==> src/hdl/assert_macros.svh <==
// Assertion macros shared by the point table search RTL.
// Included by every module that carries concurrent assertions.
`ifndef ASSERT_MACROS_SVH
`define ASSERT_MACROS_SVH

// Property must hold at every clock edge outside reset.
`define PTNS_ASSERT(lbl, clk_s, rst_s, prop) \
    lbl: assert property (@(posedge clk_s) disable iff (!rst_s) (prop)) \
        else $error("%m: property failed");

// Condition must never be seen outside reset.
`define PTNS_ASSERT_NEVER(lbl, clk_s, rst_s, cond) \
    lbl: assert property (@(posedge clk_s) disable iff (!rst_s) !(cond)) \
        else $error("%m: forbidden condition seen");

`endif

==> src/hdl/ptns_pkg.sv <==
// Package for the point table nearest search block: codes, defaults, helpers.
// No dependencies; used by the interfaces and every module.
package ptns_pkg;

    localparam int DEF_CAPACITY   = 64;
    localparam int DEF_COORD_BITS = 16;
    localparam int DIST_W         = 17;
    localparam int CNT_W          = 7;
    localparam int QUEUE_DEPTH    = 2;

    typedef enum logic [1:0] {
        FN_ADD     = 2'd0,
        FN_REMOVE  = 2'd1,
        FN_MEMBER  = 2'd2,
        FN_NEAREST = 2'd3
    } func_t;

    typedef enum logic [1:0] {
        ST_OK    = 2'd0,
        ST_FULL  = 2'd1,
        ST_EMPTY = 2'd2
    } status_t;

    // Control of the queue head as seen by the back end.
    typedef struct packed {
        logic  valid;
        func_t func;
    } q_ctl_t;

    // Saturate a count to the output field width.
    function automatic logic [CNT_W-1:0] sat_cnt(input logic [31:0] v);
        logic [CNT_W-1:0] r;
        r = (v > 32'd127) ? 7'd127 : v[CNT_W-1:0];
        return r;
    endfunction

endpackage

==> src/hdl/ptns_if.sv <==
// Channel interfaces for the point table search: request and response.
// Depends on ptns_pkg.
interface ptns_req_if
    import ptns_pkg::*;
#(
    parameter int COORD_BITS = DEF_COORD_BITS
);
    logic                         valid;
    logic                         ready;
    logic [1:0]                   func;
    logic signed [COORD_BITS-1:0] pos_x;
    logic signed [COORD_BITS-1:0] pos_y;

    modport source (output valid, func, pos_x, pos_y, input ready);
    modport sink   (input valid, func, pos_x, pos_y, output ready);
endinterface

interface ptns_rsp_if
    import ptns_pkg::*;
#(
    parameter int COORD_BITS = DEF_COORD_BITS
);
    logic                         valid;
    logic                         ready;
    logic [1:0]                   status;
    logic                         found;
    logic signed [COORD_BITS-1:0] near_x;
    logic signed [COORD_BITS-1:0] near_y;
    logic [DIST_W-1:0]            near_dist;
    logic [CNT_W-1:0]             removed_count;
    logic [CNT_W-1:0]             entry_count;

    modport source (output valid, status, found, near_x, near_y, near_dist,
                    removed_count, entry_count, input ready);
    modport sink   (input valid, status, found, near_x, near_y, near_dist,
                    removed_count, entry_count, output ready);
endinterface

==> src/hdl/point_table_nearest_search_top.sv <==
// Top level of the point table nearest search block.
// Depends on ptns_pkg, ptns_if, ptns_front and ptns_back.
//
// Use: requests arrive as beats on req (func, pos_x, pos_y); one response
// beat per request leaves on rsp, in request order. func selects add,
// remove, membership query or nearest query on a table of up to CAPACITY
// signed points kept in a single-port-write, single-port-read memory.
// A two-beat queue in the front end takes requests while the back end is
// busy; the back end walks the table one entry at a time.
// Add and empty nearest go straight to the result; remove and membership
// scan the N stored points once; nearest, with COORD_BITS = B, is set by
// the bit-serial square root (B + 1 steps per entry) behind one squaring
// stage. One request is worked on at a time.
// The result register frees the back end as soon as rsp takes the beat; a
// stalled rsp holds the beat and the back end waits in its final state,
// while the queue keeps taking requests until it holds two.
// Reset empties the table and the queue; no clearing pass is needed,
// since only entries below the stored count are ever read.
`include "assert_macros.svh"

module point_table_nearest_search_top
    import ptns_pkg::*;
#(
    parameter int CAPACITY   = DEF_CAPACITY,
    parameter int COORD_BITS = DEF_COORD_BITS
)(
    input  logic      clk,
    input  logic      rst_n,
    ptns_req_if.sink  req,
    ptns_rsp_if.source rsp
);
    q_ctl_t                head;
    logic [COORD_BITS-1:0] head_x, head_y;
    logic                  pop;

    // Front end: accept and queue request beats.
    ptns_front #(
        .COORD_BITS (COORD_BITS)
    ) u_front (
        .clk    (clk),
        .rst_n  (rst_n),
        .req    (req),
        .head   (head),
        .head_x (head_x),
        .head_y (head_y),
        .pop    (pop)
    );

    // Back end: carry out one request against the table.
    ptns_back #(
        .CAPACITY   (CAPACITY),
        .COORD_BITS (COORD_BITS)
    ) u_back (
        .clk    (clk),
        .rst_n  (rst_n),
        .head   (head),
        .head_x (head_x),
        .head_y (head_y),
        .pop    (pop),
        .rsp    (rsp)
    );

    // A pop only ever takes a queued beat.
    `PTNS_ASSERT_NEVER(a_pop_empty, clk, rst_n, pop && !head.valid)
endmodule

==> src/hdl/ptns_front.sv <==
// Front end: accepts request beats, decodes the function and queues them.
// Depends on ptns_pkg and assert_macros.svh.
`include "assert_macros.svh"

module ptns_front
    import ptns_pkg::*;
#(
    parameter int COORD_BITS = DEF_COORD_BITS
)(
    input  logic                  clk,
    input  logic                  rst_n,
    ptns_req_if.sink              req,
    output q_ctl_t                head,
    output logic [COORD_BITS-1:0] head_x,
    output logic [COORD_BITS-1:0] head_y,
    input  logic                  pop
);
    localparam int LW = $clog2(QUEUE_DEPTH + 1);
    localparam int PW = $clog2(QUEUE_DEPTH);

    func_t                 func_reg [QUEUE_DEPTH];
    logic [COORD_BITS-1:0] x_reg    [QUEUE_DEPTH];
    logic [COORD_BITS-1:0] y_reg    [QUEUE_DEPTH];
    logic [PW-1:0]         wp_reg, wp_next, rp_reg, rp_next;
    logic [LW-1:0]         level_reg, level_next;
    logic                  push, do_pop;

    assign req.ready = (level_reg != LW'(QUEUE_DEPTH));
    assign push      = req.valid && req.ready;
    assign do_pop    = pop && (level_reg != '0);

    always_comb
    begin
        wp_next    = push   ? PW'(wp_reg + 1'b1) : wp_reg;
        rp_next    = do_pop ? PW'(rp_reg + 1'b1) : rp_reg;
        level_next = LW'(level_reg + LW'(push) - LW'(do_pop));
    end

    always_ff @(posedge clk or negedge rst_n)
    begin
        if (!rst_n)
        begin
            wp_reg    <= '0;
            rp_reg    <= '0;
            level_reg <= '0;
        end
        else
        begin
            wp_reg    <= wp_next;
            rp_reg    <= rp_next;
            level_reg <= level_next;
        end
    end

    always_ff @(posedge clk)
    begin
        if (push)
        begin
            func_reg[wp_reg] <= func_t'(req.func);
            x_reg[wp_reg]    <= req.pos_x;
            y_reg[wp_reg]    <= req.pos_y;
        end
    end

    assign head.valid = (level_reg != '0);
    assign head.func  = func_reg[rp_reg];
    assign head_x     = x_reg[rp_reg];
    assign head_y     = y_reg[rp_reg];

    `PTNS_ASSERT(a_level_bound, clk, rst_n, level_reg <= LW'(QUEUE_DEPTH))
    `PTNS_ASSERT(a_level_track, clk, rst_n,
        (push && !do_pop) |=> (level_reg == $past(level_reg) + 1'b1))
endmodule

==> src/hdl/ptns_back.sv <==
// Back end: point memory, scan sequencer, serial square root, result register.
// Depends on ptns_pkg and assert_macros.svh.
`include "assert_macros.svh"

module ptns_back
    import ptns_pkg::*;
#(
    parameter int CAPACITY   = DEF_CAPACITY,
    parameter int COORD_BITS = DEF_COORD_BITS
)(
    input  logic                  clk,
    input  logic                  rst_n,
    input  q_ctl_t                head,
    input  logic [COORD_BITS-1:0] head_x,
    input  logic [COORD_BITS-1:0] head_y,
    output logic                  pop,
    ptns_rsp_if.source            rsp
);
    localparam int CW  = $clog2(CAPACITY + 1);
    localparam int AW  = $clog2(CAPACITY);
    localparam int CB  = COORD_BITS;
    localparam int RW  = CB + 1;
    localparam int SW  = 2 * RW;
    localparam int SCW = $clog2(RW + 1);

    typedef enum logic [7:0] {
        S_IDLE = 8'b0000_0001,
        S_SCAN = 8'b0000_0010,
        S_CMP  = 8'b0000_0100,
        S_MUL  = 8'b0000_1000,
        S_SUM  = 8'b0001_0000,
        S_ROOT = 8'b0010_0000,
        S_BEST = 8'b0100_0000,
        S_DONE = 8'b1000_0000
    } state_t;

    logic [2*CB-1:0] mem [CAPACITY];
    logic [2*CB-1:0] rd_reg;
    logic            mem_we, mem_re;
    logic [AW-1:0]   mem_wa, mem_ra;
    logic [2*CB-1:0] mem_wd;

    state_t          state_reg, state_next;
    func_t           op_reg, op_next;
    status_t         st_reg, st_next;
    logic [CB-1:0]   qx_reg, qx_next, qy_reg, qy_next;
    logic [CW-1:0]   count_reg, count_next, idx_reg, idx_next;
    logic [CW-1:0]   wr_reg, wr_next, rem_cnt_reg, rem_cnt_next;
    logic            found_reg, found_next, have_reg, have_next;
    logic [RW-1:0]   best_d_reg, best_d_next;
    logic [CB-1:0]   best_x_reg, best_x_next, best_y_reg, best_y_next;
    logic [RW-1:0]   dx_reg, dx_next, dy_reg, dy_next;
    logic [SW-1:0]   sqx_reg, sqx_next, sqy_reg, sqy_next;
    logic [SW-1:0]   rad_reg, rad_next;
    logic [RW+1:0]   rem_reg, rem_next;
    logic [RW-1:0]   root_reg, root_next;
    logic [SCW-1:0]  step_reg, step_next;

    logic            out_valid_reg, out_valid_next;
    status_t         o_st_reg, o_st_next;
    logic            o_found_reg, o_found_next;
    logic [CB-1:0]   o_x_reg, o_x_next, o_y_reg, o_y_next;
    logic [DIST_W-1:0] o_d_reg, o_d_next;
    logic [CNT_W-1:0]  o_rm_reg, o_rm_next, o_cnt_reg, o_cnt_next;

    logic [CB-1:0]   sx, sy;
    logic [RW:0]     ddx, ddy;
    logic [RW+2:0]   t, trial;
    logic            ge, out_free, hit;

    assign sx       = rd_reg[2*CB-1:CB];
    assign sy       = rd_reg[CB-1:0];
    assign hit      = (sx == qx_reg) && (sy == qy_reg);
    assign ddx      = $signed({qx_reg[CB-1], qx_reg}) - $signed({sx[CB-1], sx});
    assign ddy      = $signed({qy_reg[CB-1], qy_reg}) - $signed({sy[CB-1], sy});
    assign t        = {rem_reg[RW:0], rad_reg[SW-1 -: 2]};
    assign trial    = {1'b0, root_reg, 2'b01};
    assign ge       = (t >= trial);
    assign out_free = !out_valid_reg || rsp.ready;

    always_comb
    begin
        state_next   = state_reg;
        op_next      = op_reg;
        st_next      = st_reg;
        qx_next      = qx_reg;
        qy_next      = qy_reg;
        count_next   = count_reg;
        idx_next     = idx_reg;
        wr_next      = wr_reg;
        rem_cnt_next = rem_cnt_reg;
        found_next   = found_reg;
        have_next    = have_reg;
        best_d_next  = best_d_reg;
        best_x_next  = best_x_reg;
        best_y_next  = best_y_reg;
        dx_next      = dx_reg;
        dy_next      = dy_reg;
        sqx_next     = sqx_reg;
        sqy_next     = sqy_reg;
        rad_next     = rad_reg;
        rem_next     = rem_reg;
        root_next    = root_reg;
        step_next    = step_reg;
        pop          = 1'b0;
        mem_we       = 1'b0;
        mem_wa       = '0;
        mem_wd       = '0;
        mem_re       = 1'b0;
        mem_ra       = idx_reg[AW-1:0];

        out_valid_next = (out_valid_reg && !rsp.ready);
        o_st_next      = o_st_reg;
        o_found_next   = o_found_reg;
        o_x_next       = o_x_reg;
        o_y_next       = o_y_reg;
        o_d_next       = o_d_reg;
        o_rm_next      = o_rm_reg;
        o_cnt_next     = o_cnt_reg;

        unique case (state_reg)
            S_IDLE:
            begin
                if (head.valid)
                begin
                    pop          = 1'b1;
                    op_next      = head.func;
                    qx_next      = head_x;
                    qy_next      = head_y;
                    idx_next     = '0;
                    wr_next      = '0;
                    rem_cnt_next = '0;
                    found_next   = 1'b0;
                    have_next    = 1'b0;
                    st_next      = ST_OK;
                    state_next   = S_SCAN;
                    unique case (head.func)
                        FN_ADD:
                        begin
                            state_next = S_DONE;
                            if (count_reg == CW'(CAPACITY))
                                st_next = ST_FULL;
                            else
                            begin
                                mem_we     = 1'b1;
                                mem_wa     = count_reg[AW-1:0];
                                mem_wd     = {head_x, head_y};
                                count_next = CW'(count_reg + 1'b1);
                            end
                        end
                        FN_NEAREST:
                        begin
                            if (count_reg == '0)
                            begin
                                st_next    = ST_EMPTY;
                                state_next = S_DONE;
                            end
                        end
                        FN_REMOVE, FN_MEMBER:
                            state_next = S_SCAN;
                        default:
                            state_next = S_SCAN;
                    endcase
                end
            end
            S_SCAN:
            begin
                if (idx_reg == count_reg)
                begin
                    if (op_reg == FN_REMOVE)
                        count_next = wr_reg;
                    state_next = S_DONE;
                end
                else
                begin
                    mem_re     = 1'b1;
                    state_next = S_CMP;
                end
            end
            S_CMP:
            begin
                state_next = S_SCAN;
                idx_next   = CW'(idx_reg + 1'b1);
                priority case (op_reg)
                    FN_REMOVE:
                    begin
                        if (hit)
                            rem_cnt_next = CW'(rem_cnt_reg + 1'b1);
                        else
                        begin
                            mem_we  = 1'b1;
                            mem_wa  = wr_reg[AW-1:0];
                            mem_wd  = rd_reg;
                            wr_next = CW'(wr_reg + 1'b1);
                        end
                    end
                    FN_MEMBER:
                    begin
                        if (hit)
                            found_next = 1'b1;
                    end
                    default:
                    begin
                        idx_next   = idx_reg;
                        dx_next    = ddx[RW] ? RW'(-ddx) : ddx[RW-1:0];
                        dy_next    = ddy[RW] ? RW'(-ddy) : ddy[RW-1:0];
                        state_next = S_MUL;
                    end
                endcase
            end
            S_MUL:
            begin
                sqx_next   = dx_reg * dx_reg;
                sqy_next   = dy_reg * dy_reg;
                state_next = S_SUM;
            end
            S_SUM:
            begin
                rad_next   = sqx_reg + sqy_reg;
                rem_next   = '0;
                root_next  = '0;
                step_next  = '0;
                state_next = S_ROOT;
            end
            S_ROOT:
            begin
                rem_next  = ge ? (RW+2)'(t - trial) : t[RW+1:0];
                root_next = {root_reg[RW-2:0], ge};
                rad_next  = {rad_reg[SW-3:0], 2'b00};
                step_next = SCW'(step_reg + 1'b1);
                if (step_reg == SCW'(RW - 1))
                    state_next = S_BEST;
            end
            S_BEST:
            begin
                if (!have_reg || (root_reg < best_d_reg))
                begin
                    have_next   = 1'b1;
                    best_d_next = root_reg;
                    best_x_next = sx;
                    best_y_next = sy;
                end
                idx_next   = CW'(idx_reg + 1'b1);
                state_next = S_SCAN;
            end
            S_DONE:
            begin
                if (out_free)
                begin
                    out_valid_next = 1'b1;
                    o_st_next      = st_reg;
                    o_found_next   = ((op_reg == FN_MEMBER) && found_reg)
                                   || ((op_reg == FN_NEAREST) && have_reg);
                    o_x_next       = '0;
                    o_y_next       = '0;
                    o_d_next       = '0;
                    if ((op_reg == FN_NEAREST) && have_reg)
                    begin
                        o_x_next = best_x_reg;
                        o_y_next = best_y_reg;
                        o_d_next = (32'(best_d_reg) > 32'h1FFFF) ?
                                   DIST_W'(17'h1FFFF) : DIST_W'(best_d_reg);
                    end
                    o_rm_next  = (op_reg == FN_REMOVE) ?
                                 sat_cnt(32'(rem_cnt_reg)) : '0;
                    o_cnt_next = sat_cnt(32'(count_reg));
                    state_next = S_IDLE;
                end
            end
            default:
                state_next = S_IDLE;
        endcase
    end

    always_ff @(posedge clk)
    begin
        if (mem_we)
            mem[mem_wa] <= mem_wd;
        if (mem_re)
            rd_reg <= mem[mem_ra];
    end

    always_ff @(posedge clk or negedge rst_n)
    begin
        if (!rst_n)
        begin
            state_reg     <= S_IDLE;
            count_reg     <= '0;
            out_valid_reg <= 1'b0;
            step_reg      <= '0;
            idx_reg       <= '0;
            wr_reg        <= '0;
        end
        else
        begin
            state_reg     <= state_next;
            count_reg     <= count_next;
            out_valid_reg <= out_valid_next;
            step_reg      <= step_next;
            idx_reg       <= idx_next;
            wr_reg        <= wr_next;
        end
    end

    always_ff @(posedge clk)
    begin
        op_reg      <= op_next;
        st_reg      <= st_next;
        qx_reg      <= qx_next;
        qy_reg      <= qy_next;
        rem_cnt_reg <= rem_cnt_next;
        found_reg   <= found_next;
        have_reg    <= have_next;
        best_d_reg  <= best_d_next;
        best_x_reg  <= best_x_next;
        best_y_reg  <= best_y_next;
        dx_reg      <= dx_next;
        dy_reg      <= dy_next;
        sqx_reg     <= sqx_next;
        sqy_reg     <= sqy_next;
        rad_reg     <= rad_next;
        rem_reg     <= rem_next;
        root_reg    <= root_next;
        o_st_reg    <= o_st_next;
        o_found_reg <= o_found_next;
        o_x_reg     <= o_x_next;
        o_y_reg     <= o_y_next;
        o_d_reg     <= o_d_next;
        o_rm_reg    <= o_rm_next;
        o_cnt_reg   <= o_cnt_next;
    end

    assign rsp.valid         = out_valid_reg;
    assign rsp.status        = o_st_reg;
    assign rsp.found         = o_found_reg;
    assign rsp.near_x        = o_x_reg;
    assign rsp.near_y        = o_y_reg;
    assign rsp.near_dist     = o_d_reg;
    assign rsp.removed_count = o_rm_reg;
    assign rsp.entry_count   = o_cnt_reg;

    `PTNS_ASSERT(a_count_bound, clk, rst_n, count_reg <= CW'(CAPACITY))
    `PTNS_ASSERT(a_compact_order, clk, rst_n,
        (state_reg == S_SCAN) |-> ((wr_reg <= idx_reg) && (idx_reg <= count_reg)))
    `PTNS_ASSERT_NEVER(a_pop_busy, clk, rst_n, pop && (state_reg != S_IDLE))
endmodule
==> src/flat_wrapper.sv <==
// flat-port wrapper written by rule: the top's interface ports become plain ports
module point_table_nearest_search_top_flat import ptns_pkg::*;
#(
    parameter int CAPACITY   = DEF_CAPACITY,
    parameter int COORD_BITS = DEF_COORD_BITS
)
  (clk, rst_n, req_valid, req_func, req_pos_x, req_pos_y, req_ready, rsp_valid, rsp_status, rsp_found, rsp_near_x, rsp_near_y, rsp_near_dist, rsp_removed_count, rsp_entry_count, rsp_ready);
  ptns_req_if #(.COORD_BITS(COORD_BITS)) req_i ();
  ptns_rsp_if #(.COORD_BITS(COORD_BITS)) rsp_i ();
  input  logic clk;
  input  logic rst_n;
  input wire logic [$bits(req_i.valid)-1:0] req_valid;
  input wire logic [$bits(req_i.func)-1:0] req_func;
  input wire logic [$bits(req_i.pos_x)-1:0] req_pos_x;
  input wire logic [$bits(req_i.pos_y)-1:0] req_pos_y;
  output wire logic [$bits(req_i.ready)-1:0] req_ready;
  output wire logic [$bits(rsp_i.valid)-1:0] rsp_valid;
  output wire logic [$bits(rsp_i.status)-1:0] rsp_status;
  output wire logic [$bits(rsp_i.found)-1:0] rsp_found;
  output wire logic [$bits(rsp_i.near_x)-1:0] rsp_near_x;
  output wire logic [$bits(rsp_i.near_y)-1:0] rsp_near_y;
  output wire logic [$bits(rsp_i.near_dist)-1:0] rsp_near_dist;
  output wire logic [$bits(rsp_i.removed_count)-1:0] rsp_removed_count;
  output wire logic [$bits(rsp_i.entry_count)-1:0] rsp_entry_count;
  input wire logic [$bits(rsp_i.ready)-1:0] rsp_ready;
  assign req_i.valid = req_valid;
  assign req_i.func = req_func;
  assign req_i.pos_x = req_pos_x;
  assign req_i.pos_y = req_pos_y;
  assign req_ready = req_i.ready;
  assign rsp_valid = rsp_i.valid;
  assign rsp_status = rsp_i.status;
  assign rsp_found = rsp_i.found;
  assign rsp_near_x = rsp_i.near_x;
  assign rsp_near_y = rsp_i.near_y;
  assign rsp_near_dist = rsp_i.near_dist;
  assign rsp_removed_count = rsp_i.removed_count;
  assign rsp_entry_count = rsp_i.entry_count;
  assign rsp_i.ready = rsp_ready;
  point_table_nearest_search_top #(.CAPACITY(CAPACITY), .COORD_BITS(COORD_BITS)) u_core (.clk(clk), .rst_n(rst_n), .req(req_i), .rsp(rsp_i));
endmodule
==> config.mk <==
export PLATFORM = sky130hd
export DESIGN_NAME = point_table_nearest_search_top_flat
export DESIGN_NICKNAME = d
export VERILOG_FILES = /design/src/hdl/ptns_pkg.sv /design/src/hdl/ptns_if.sv /design/src/hdl/point_table_nearest_search_top.sv /design/src/hdl/ptns_front.sv /design/src/hdl/ptns_back.sv /design/src/flat_wrapper.sv
export VERILOG_INCLUDE_DIRS = /design/src /design/src/hdl
export SDC_FILE = /design/constraint.sdc
export NUM_CORES = 2
export LEC_CHECK = 0
export BUFFER_PORTS_ARGS = -buffer_cell sky130_fd_sc_hd__clkbuf_2
export CORE_MARGIN = 1
export CORE_UTILIZATION = 45
export CTS_CLUSTER_DIAMETER = 200
export DETAILED_ROUTE_END_ITERATION = 8
export PLACE_DENSITY = 0.67
export SETUP_SLACK_MARGIN = 0.3
export SLEW_MARGIN = 10
export SYNTH_ARGS = -nofsm -noshare
export SYNTH_HDL_FRONTEND = slang
export SYNTH_SLANG_ARGS = --single-unit
export TNS_END_PERCENT = 30
==> constraint.sdc <==
create_clock -name clk -period 6.05 [get_ports clk]
set_input_delay 0.605 -clock clk [delete_from_list [all_inputs] [get_ports clk]]
set_output_delay 0.605 -clock clk [all_outputs]
set_load 0.03 [all_outputs]
==> flow_metrics.py <==
metrics = {
    "synthesis": {
        "yosysSeqAreaShare_pct": 65.0,
        "synth_area_um2": 116000,
        "yosys.area.top_type": "edfxtp_1",
        "synth_top_cell_area_share_pct": 64.2,
        "ys_ff_latch": 2516,
        "synth_cells": 6520,
        "avgSynthCellArea_um2": 17.8,
        "yosys_warnings": 0,
        "synth_nets": 7276,
        "synth-async-reset-ratio_pct": 1.55,
        "synthFlopType": "edfxtp_1",
        "synth_top_cells_by_area": "edfxtp_1 (64%), mux4_2 (13%), fa_1 (6.6%), ha_1 (3.6%), inv_1 (2.2%)",
        "synth_edf_count": 2477,
        "ys_types": 77,
    },
    "floorplan": {
        "ios": 106,
        "dieWidth_um": 509,
        "fp.dieArea_um2": 260000,
        "core-area_um2": 255000,
        "rows": 185,
        "initial_core_util_pct": 45.4,
        "die_h_um": 509,
    },
    "routing": {
        "first_pass_iters": 5,
        "routedWlPerCell_um": 25.4,
        "route.detailed.drc": 0,
        "ant_nets": 0,
        "vias": 59800,
        "wl_mm": 270,
        "drt-vias-per-instance": 5.63,
        "drt_iter0_markers": 5483,
    },
    "clock_network": {
        "htreeDepth": 5,
        "insertion_delay_ns": 0.97,
        "cts_sinks": 2516,
        "clk_pin_slew_ns": 0.06,
        "root_buffer": "clkbuf_16",
        "cts_made_buffers": 280,
        "cts_tree": "done",
        "clockBufferDepth": 4,
    },
    "timing": {
        "hold_violations": 0,
        "slew_violations": 0,
        "tightest_slew_ns": 1.26,
        "fmax_ghz": 0.166,
        "timing.final.crit_share_pct": 99.7,
        "fin_skew_ns": 0.109,
        "setup_violations": 0,
        "fin_setup_tns_ns": 0,
        "fin_crit_ns": 6.03,
        "relSlewSlack_pct": 16.0,
        "rsz0062_at_grt": "true",
    },
    "placement": {
        "place_congestion": 0.841,
        "dp_hpwl_mm": 170,
        "io_buffers": 105,
    },
    "worst_setup_path": {
        "end_kind": "flip-flop",
        "critPathCapture": "u_core.u_back.sqx_reg[31]$_DFFE_PP_",
        "required_ns": 6.69,
        "r2r-end": "u_core.u_back.sqx_reg[31]$_DFFE_PP_",
        "startpoint": "u_core.u_back.dx_reg[11]$_DFFE_PP_",
        "cp_max_fo": 4,
        "r2r_cells": 26,
        "critPathKind": "reg2reg",
        "worstSetupStartpointType": "flip-flop",
        "worstPathArrival_ns": 6.67,
        "reg2reg_from": "u_core.u_back.dx_reg[11]$_DFFE_PP_",
        "rrSetupSlack_ns": 0.02,
    },
    "power_and_ir_drop": {
        "pwr_density_cell_nw_per_um2": 416,
        "ir_drop_mv": 0.474,
        "p_leak_uw": 0.0473,
    },
    "layout": {
        "final-seq-area_um2": 75400,
        "fillers": 20000,
        "fin_util_pct": 52.3,
        "multi_input_area_um2": 38100,
        "num-nets-final": 7824,
        "largest_register_ffs": 2048,
        "area_growth_pct": 15.1,
        "drive_gt1_share_pct": 25.5,
    },
    "status": {
        "status": "complete, no violations",
    },
    "global_routing": {
        "grt_max_degree": 122,
        "grt_pass1_wl_mm": 399,
        "antenna_found_initial": 16,
        "gr-total-overflow": 0,
        "grt_pass1_vias": 62300,
        "grtUsageTotal_pct": 21.0,
    },
    "worst_hold_path": {
        "worstHoldPathType": "in2reg",
    },
    "job": {
        "drv_cap": 0,
    },
}
## per-layer routing
layer	up-vias	global-route usage, %	part of all wire [%]
met2	2055	35.6	50
li1	25900	-	-
met1	31400	27.1	39
met4	8	7.64	3.6
met3	465	3.91	6.7
met5	-	0	0.018
## power breakdown
part / internal (uW) / switching, uW
sequential: 21300 / 448
clock: 9570 / 6620
combinational: 7980 / 9560
## cell usage after synthesis (21+ instances only)
library cell and n:
fa_1 383, edfxtp_1 2477, o21ai_0 95, mux2_2 36, a21oi_1 151, nor2_1 257
buf_1 53, ha_1 335, and2_1 125, dfrtp_1 38, a21o_1 59, o21a_1 21
nor2b_1 39, xor2_1 68, xnor2_1 122, clkbuf_1 180, and3_1 70, mux4_2 672
nand2b_1 23, a22o_1 36, nand3_1 33, nor3_1 28, inv_1 679, nand4_1 27
nand2_1 281
## kinds of logic (layout without fill, tap and decap cells)
logic type / after synthesis / after routing / synth area share [%]
DFF: 2516 / 2516 / 65.0
and+or+nand+nor: 949 / 949 / 3.96
buffers and inverters: 935 / 1670 / 3.07
muxes: 721 / 721 / 13.5
adders and majority gates: 718 / 718 / 10.2
AOI/OAI and AO/OA: 491 / 491 / 2.74
xor gates and xnor gates: 190 / 190 / 1.44
other: 0 / 6 / 0
## placed cells by master, fill, tap and decap left out, drive strengths merged, types with 9 or more instances in the layout
master and n:
a211oi 14, a21o 59, a21oi 151, a22o 36, a31oi 18, and2 125
and3 71, buf 381, bufinv 22, clkbuf 445, clkinv 96, dfrtp 38
dlygate4sd3 35, edfxtp 2477, fa 383, ha 335, inv 688, mux2 36
mux2i 13, mux4 672, nand2 281, nand2b 23, nand3 33, nand4 27
nor2 257, nor2b 39, nor3 28, nor4 9, o21a 21, o21ai 95
o21bai 16, or2 15, or3 15, xnor2 122, xor2 68
## cell type report
| cell class | instances | area share [%] |
|---|---|---|
| Clock buffer | 339 | 5.52 |
| Tap cell | 3366 | 3.16 |
| Clock inverter | 130 | 0.940 |
| Inverter | 679 | 1.91 |
| Antenna cell | 6 | 0.0113 |
| Timing Repair Buffer | 522 | 3.39 |
| Multi-Input combinational cell | 3069 | 28.6 |
| Sequential cell | 2516 | 56.5 |
## critical path: stages, from the launching register on
cell	delay, ns
edfxtp_1	0.41
buf_6	0.15
buf_4	0.13
nand2_1	0.07
inv_1	0.05
fa_1	0.47
inv_1	0.06
fa_2	0.35
fa_1	0.55
inv_1	0.05
fa_1	0.47
fa_1	0.52
inv_1	0.05
fa_1	0.49
inv_2	0.05
ha_4	0.26
buf_6	0.09
nand4_1	0.17
inv_2	0.12
nand2_2	0.05
a21oi_2	0.14
a21oi_2	0.06
a2111o_1	0.45
buf_6	0.16
o211ai_1	0.14
a21oi_1	0.10
xnor2_1	0.13
## stage by stage
stage          power, uW  hold slack (ns)  instance area [um^2]  setup slack, ns  instances
2_1_floorplan      33100            0.309                116000           -0.153       6520
3_3_place_gp       38000            0.472                123000           -0.321      10100
3_5_place_dp       38200            0.474                123000           -0.331      10100
4_1_cts            55400            0.128                133000         -0.00525      10600
5_1_grt            58100            0.184                133000           -0.265      10600
6_report           55400            0.196                133000           0.0172      10600
## how the worst min path moves through the flow
stage,start,end,cells after the start
6_report,rsp_ready,u_core.u_back.rsp.valid$_DFF_PN0_,3
5_1_grt,rsp_ready,u_core.u_back.rsp.valid$_DFF_PN0_,3
4_1_cts,rsp_ready,u_core.u_back.rsp.valid$_DFF_PN0_,3
3_5_place_dp,u_core.u_back.root_reg[2]$_SDFFCE_PN0P_,u_core.u_back.best_d_reg[2]$_DFFE_PP_,0
3_3_place_gp,u_core.u_back.root_reg[5]$_SDFFCE_PN0P_,u_core.u_back.best_d_reg[5]$_DFFE_PP_,0
2_1_floorplan,rst_n,u_core.u_back.count_reg[0]$_DFFE_PN0P_,0
## timing repair
action	4_1_cts	5_1_grt
hold buffers	35	0
gates resized for setup	160	57
pin swaps	118	49
setup buffers	54	7
endpoints found under the hold margin	106	0
endpoints found under the setup margin	27	32
cloned	0	0
No activity file was read; power rests on OpenSTA's default activity.
